## config.mk

```make
export PLATFORM = sky130hd
export DESIGN_NAME = ctaem_sin
export DESIGN_NICKNAME = d
export VERILOG_FILES = /design/src/rtl/ctaem_pkg.sv /design/src/rtl/ctaem_sin.sv
export SDC_FILE = /design/constraint.sdc
export NUM_CORES = 2
export LEC_CHECK = 0
export BUFFER_PORTS_ARGS = -buffer_cell sky130_fd_sc_hd__clkbuf_2
export CORE_ASPECT_RATIO = 2
export CORE_MARGIN = 2
export CORE_UTILIZATION = 35
export DETAILED_ROUTE_END_ITERATION = 8
export PLACE_DENSITY_LB_ADDON = 0.1
export SETUP_SLACK_MARGIN = 0.5
export SYNTH_ARGS = -nofsm -noshare
export SYNTH_HDL_FRONTEND = slang
export SYNTH_SLANG_ARGS = --single-unit
```

## constraint.sdc

```tcl
create_clock -name clk -period 14.74 [get_ports clk]
set_input_delay 1.474 -clock clk [delete_from_list [all_inputs] [get_ports clk]]
set_output_delay 1.474 -clock clk [all_outputs]
set_load 0.01 [all_outputs]
```

## src/rtl/ctaem_pkg.sv

```systemverilog
package ctaem_pkg;

	localparam int MAX_TRIGGERS = 16;
	localparam int IDX_W = (MAX_TRIGGERS > 1) ? $clog2(MAX_TRIGGERS) : 1;
	localparam int CNT_W = $clog2(MAX_TRIGGERS + 1);
	localparam int MASK_W = 16;
	localparam int SIN_LAT = 5;
	localparam int SEQ_W = 4;

	localparam logic [15:0] MIN_ENERGY_RST = 16'd100;
	localparam logic [15:0] MAX_ANGLE_RST = 16'd1565;
	localparam logic [9:0] MIN_FRAC_RST = 10'd0;
	localparam logic [9:0] MAX_FRAC_RST = 10'd512;
	localparam logic [15:0] QUARTER_TURN = 16'd16384;
	localparam logic [15:0] HALF_TURN = 16'd32768;

	typedef enum logic [1:0] {
		FUNC_LOAD = 2'd0,
		FUNC_CLEAR = 2'd1,
		FUNC_QUERY = 2'd2,
		FUNC_NONE = 2'd3
	} func_t;

	typedef enum logic [1:0] {
		REG_MIN_ENERGY = 2'd0,
		REG_MAX_ANGLE = 2'd1,
		REG_MIN_FRAC = 2'd2,
		REG_MAX_FRAC = 2'd3
	} reg_idx_t;

	typedef enum logic [1:0] {
		ST_IDLE,
		ST_TRIG,
		ST_SCAN,
		ST_DRAIN
	} state_t;

	typedef struct packed {
		logic signed [15:0] x;
		logic signed [15:0] y;
		logic signed [15:0] z;
		logic [15:0] energy;
	} entry_t;

	typedef struct packed {
		logic signed [17:0] dx;
		logic signed [17:0] dy;
		logic signed [17:0] dz;
		logic k_neg;
		logic [30:0] kk;
		logic [15:0] energy;
		logic [9:0] min_frac;
		logic [9:0] max_frac;
		logic ang_none;
		logic ang_all;
	} qry_t;

	typedef struct packed {
		logic vld;
		logic ok;
		logic [IDX_W-1:0] idx;
		logic busy;
	} evres_t;

endpackage

```

## src/rtl/ctaem_sin.sv

```systemverilog
module ctaem_sin import ctaem_pkg::*; (
	input logic clk,
	input logic [15:0] angle,
	output logic signed [17:0] sine
);

	logic [14:0] r;
	logic [15:0] z_s1, z_s2, z_s3, z_s4;
	logic n_s1, n_s2, n_s3, n_s4;
	logic [15:0] z2_s2, z2_s3;
	logic [14:0] t1_s3;
	logic [15:0] t2_s4;
	logic signed [17:0] s_s5;
	logic [31:0] zz;
	logic [26:0] pt1;
	logic [30:0] pt2;
	logic [31:0] ps;

	// Odd quadrants run the polynomial on the mirrored angle.
	assign r = angle[14] ? (15'd16384 - {1'b0, angle[13:0]}) : {1'b0, angle[13:0]};
	assign zz = 32'(z_s1) * 32'(z_s1);
	assign pt1 = 27'd2320 * 27'(z2_s2);
	assign pt2 = 31'(z2_s3) * 31'(t1_s3);
	assign ps = 32'(z_s4) * 32'(t2_s4);

	always_ff @(posedge clk) begin
		z_s1 <= {r, 1'b0};
		n_s1 <= angle[15];
		z2_s2 <= zz[30:15];
		z_s2 <= z_s1;
		n_s2 <= n_s1;
		t1_s3 <= 15'd21024 - 15'(pt1[26:15]);
		z2_s3 <= z2_s2;
		z_s3 <= z_s2;
		n_s3 <= n_s2;
		t2_s4 <= 16'd51472 - 16'(pt2[30:15]);
		z_s4 <= z_s3;
		n_s4 <= n_s3;
		s_s5 <= n_s4 ? -$signed({1'b0, ps[31:15]}) : $signed({1'b0, ps[31:15]});
	end

	assign sine = s_s5;

endmodule

```

==> summary.txt <==
Logic synthesis
  • Post-synth EDFFs: 0
  • Synth area leaders: fa_1, ha_1, dfxtp_1
  • Synth warnings: 0
  • Synth area leader: fa_1
  • Cells after Synth: between 2k and 3k
  • Synth Cell Area: between 0.02 and 0.03 mm²
  • Syn Area/Cell: around 9.3 µm²
  • Number of synthesized register bits: 143
  • Register area share after synthesis: between 10% and 20%
  • Asr flop ratio synth: 0%
  • Synth cell count leaders: inv_1, fa_1, ha_1, and2_1, nand2_1
  • Synth cell types: 91
  • Synth top area share: 36.9%
  • Most frequent cell after synthesis: inv_1
  • Synthesized Nets: 3,698
  • Synth Flop Type: dfxtp_1

Status
  • Status: finished clean

Worst setup path
  • Max FO, Critical Path: 16
  • CP Data Required Time: 15.15 ns
  • Worst setup path startpoint: t1_s3[6]$_DFF_P_
  • Sequence of cells on the critical path: nand2_1, fa_1, inv_1, fa_1, inv_1, fa_1, inv_1, fa_1, fa_1, inv_1, fa_1, inv_1, ha_1, and3_4, a221o_2, a2111oi_4, a211oi_2, nor3_4, mux2_4, or3_4, and3_4, a221oi_2, xor2_1
  • Critical path's most frequent cell: fa_1
  • Setup Crit Path Kind: reg2reg
  • Slowest Stage Delay on Critical Path: ~0.79 ns
  • Slowest library cell on the worst path: dfxtp_1
  • Number of cells on the worst reg-to-reg path: 23
  • FF-to-FF Start: t1_s3[6]$_DFF_P_
  • Critical path arrival: 8.09 ns
  • Startpoint Class: flop
  • FF-to-FF setup slack: 7.06 ns
  • CP Capture Type: flop
  • Worst r2r dst: t2_s4[13]$_DFF_P_

STA
  • Setup_tns: 0 ns
  • Tmin final: ~7.7 ns
  • Fin crit share: 52.1%
  • Measured slew at the worst slew-check pin: 0.903 ns
  • Finish-stage setup viols: 0
  • Final hold violation count: 0
  • Rel. slew slack: roughly two fifths
  • Max-slew violation count: 0
  • RSZ-0062 raised after global routing: false
  • Achievable Freq: 130 MHz
  • Clock skew: 0.0118 ns

CTS
  • CTS clock-pin slew for the worst setup and hold paths: 0.07 ns
  • Number of CTS-inserted buffers: 17
  • Clock Sinks: 143
  • Hold buffer count at cts: 0
  • Post-CTS Setup Inserts: 0
  • CTS H-tree lvls: 4
  • Clock latency at the later pin of the worst-skew pair: 0.47 ns
  • Clock buffer depth: 2
  • Root buffer cell: clkbuf_16
  • CTS-repair resized insts: 0
  • CTS tree: yes

Floorplanning
  • Initial Util: 35.3%
  • I/O pins: 35
  • Die ar.: approximately 0.08 mm²
  • Die Span Y: 393 µm
  • Row count: 142
  • Die X: ~200 µm
  • Core area: between 0.07 and 0.08 mm²

Route
  • WL per Instance: around 17 µm
  • Final routed DRC violation total: 0
  • DR pass1 iterations: 5
  • Number of DRC markers in iteration 0: 492
  • Antenna Nets Post-Route: 0
  • Routed wire length: 66,200 µm
  • Vias/cell: 4.75
  • Vias: roughly 18k

Hold path
  • Hold Path Class: reg2reg
  • Hold Path Depth: 0
  • HP Start: z_s2[14]$_DFF_P_
  • Worst Hold End: z_s3[14]$_DFF_P_

Placed design
  • Gp weighted congestion: 0.838
  • Post-DP HPWL: between 50,000 and 60,000 µm
  • PortBufs: 34

Cells and area
  • Layout fillers: 7,642
  • Area Overhead vs Synth: 6.47%
  • Layout cell share with drive strength beyond 1: 4.23%
  • Antenna cells: 0
  • Nets@finish: roughly 3.7k

Global route
  • Vias in the first global route: 20.7k
  • Total GRT Usage: between 10% and 20%
  • First-pass GRT wire length: 107,000 µm
  • Antenna violations before repair: 0
  • Largest net degree at the start of global routing: 21
  • Overflow after GRT: 0

Run
  • Max Cap Viol: 0
## final cells by class
| cell class | instances | area (µm²) | share of cell area, % |
|---|---|---|---|
| multi-input combinational | 1974 | 20800 | 73.9 |
| sequential | 143 | 2860 | 10.2 |
| inverter | 644 | 2420 | 8.57 |
| tap | 1008 | 1260 | 4.47 |
| clock buffer | 18 | 439 | 1.56 |
| timing repair buffer | 46 | 260 | 0.923 |
| clock inverter | 14 | 119 | 0.422 |
## cell families after synthesis
group | after synthesis | synth area share [%]
AOI/OAI and AO/OA | 242 | 6.48
xor gates and xnor gates | 102 | 3.40
adders and majority gates | 825 | 52.8
buffers and inverters | 739 | 10.5
DFF | 143 | 10.8
muxes | 6 | 0.260
and+or+nand+nor | 799 | 15.7
## flip-flops by register name, summed over array words and instances (netlist names)
register / cells
z2_s2: 16
n_s4: 1
z_s4: 15
z2_s3: 16
n_s3: 1
z_s3: 15
z_s1: 15
t1_s3: 13
sine: 18
z_s2: 15
t2_s4: 16
n_s1: 1
n_s2: 1
## layer usage
layer  part of all wire [%]  GRT usage [%]  up-vias
li1                       -              -     8689
met5                      0              0        -
met1                     34           16.6     9313
met3                    1.2           1.31       84
met4                    2.9           6.47        0
met2                     62           39.3      183
## cells in the final DEF, fill, tap and decap left out, types with 34 or more instances in the layout
| master | netlist | routed |
|---|---|---|
| a21oi_1 | 57 | 57 |
| and2_1 | 309 | 309 |
| clkbuf_2 | 0 | 34 |
| dfxtp_1 | 143 | 143 |
| fa_1 | 488 | 488 |
| ha_1 | 337 | 337 |
| inv_1 | 644 | 644 |
| nand2_1 | 286 | 286 |
| nor2_1 | 60 | 60 |
| xnor2_1 | 72 | 72 |
## worst max path at each step
| stage | to | slack (ns) | cells after the start |
|---|---|---|---|
| floorplan | t2_s4[13]$_DFF_P_ | 7.65 | 22 |
| global placement | t2_s4[13]$_DFF_P_ | 7.04 | 21 |
| detailed placement | t2_s4[13]$_DFF_P_ | 6.99 | 23 |
| CTS | t2_s4[13]$_DFF_P_ | 6.98 | 23 |
| global route | t2_s4[13]$_DFF_P_ | 6.61 | 23 |
| finish | t2_s4[13]$_DFF_P_ | 7.06 | 23 |
## critical path: cells and delay by family (launching register included)
family          cells  cell delay, ns
compound gates      4            1.29
buf+inv             5            0.30
flops               1            0.79
mux                 1            0.36
xor+xnor            1            0.16
simple gates        5            1.35
fa+ha+maj           7            3.37
## through the flow
step           cells  instance area, µm²  hold WS [ns]  util (%)  setup slack (ns)
3_3_place_gp    3815               27600         0.310      36.9              7.04
6_report        3847               28200         0.326      37.6              7.06
2_1_floorplan   2856               26500         0.310         -              7.65
3_5_place_dp    3815               27600         0.312      36.9              6.99
5_1_grt         3847               28200         0.331      37.6              6.61
4_1_cts         3847               28200         0.327      37.6              6.98
Power is not shown: default switching activity piles up to over one toggle a cycle in this logic, so the estimate is an artifact.
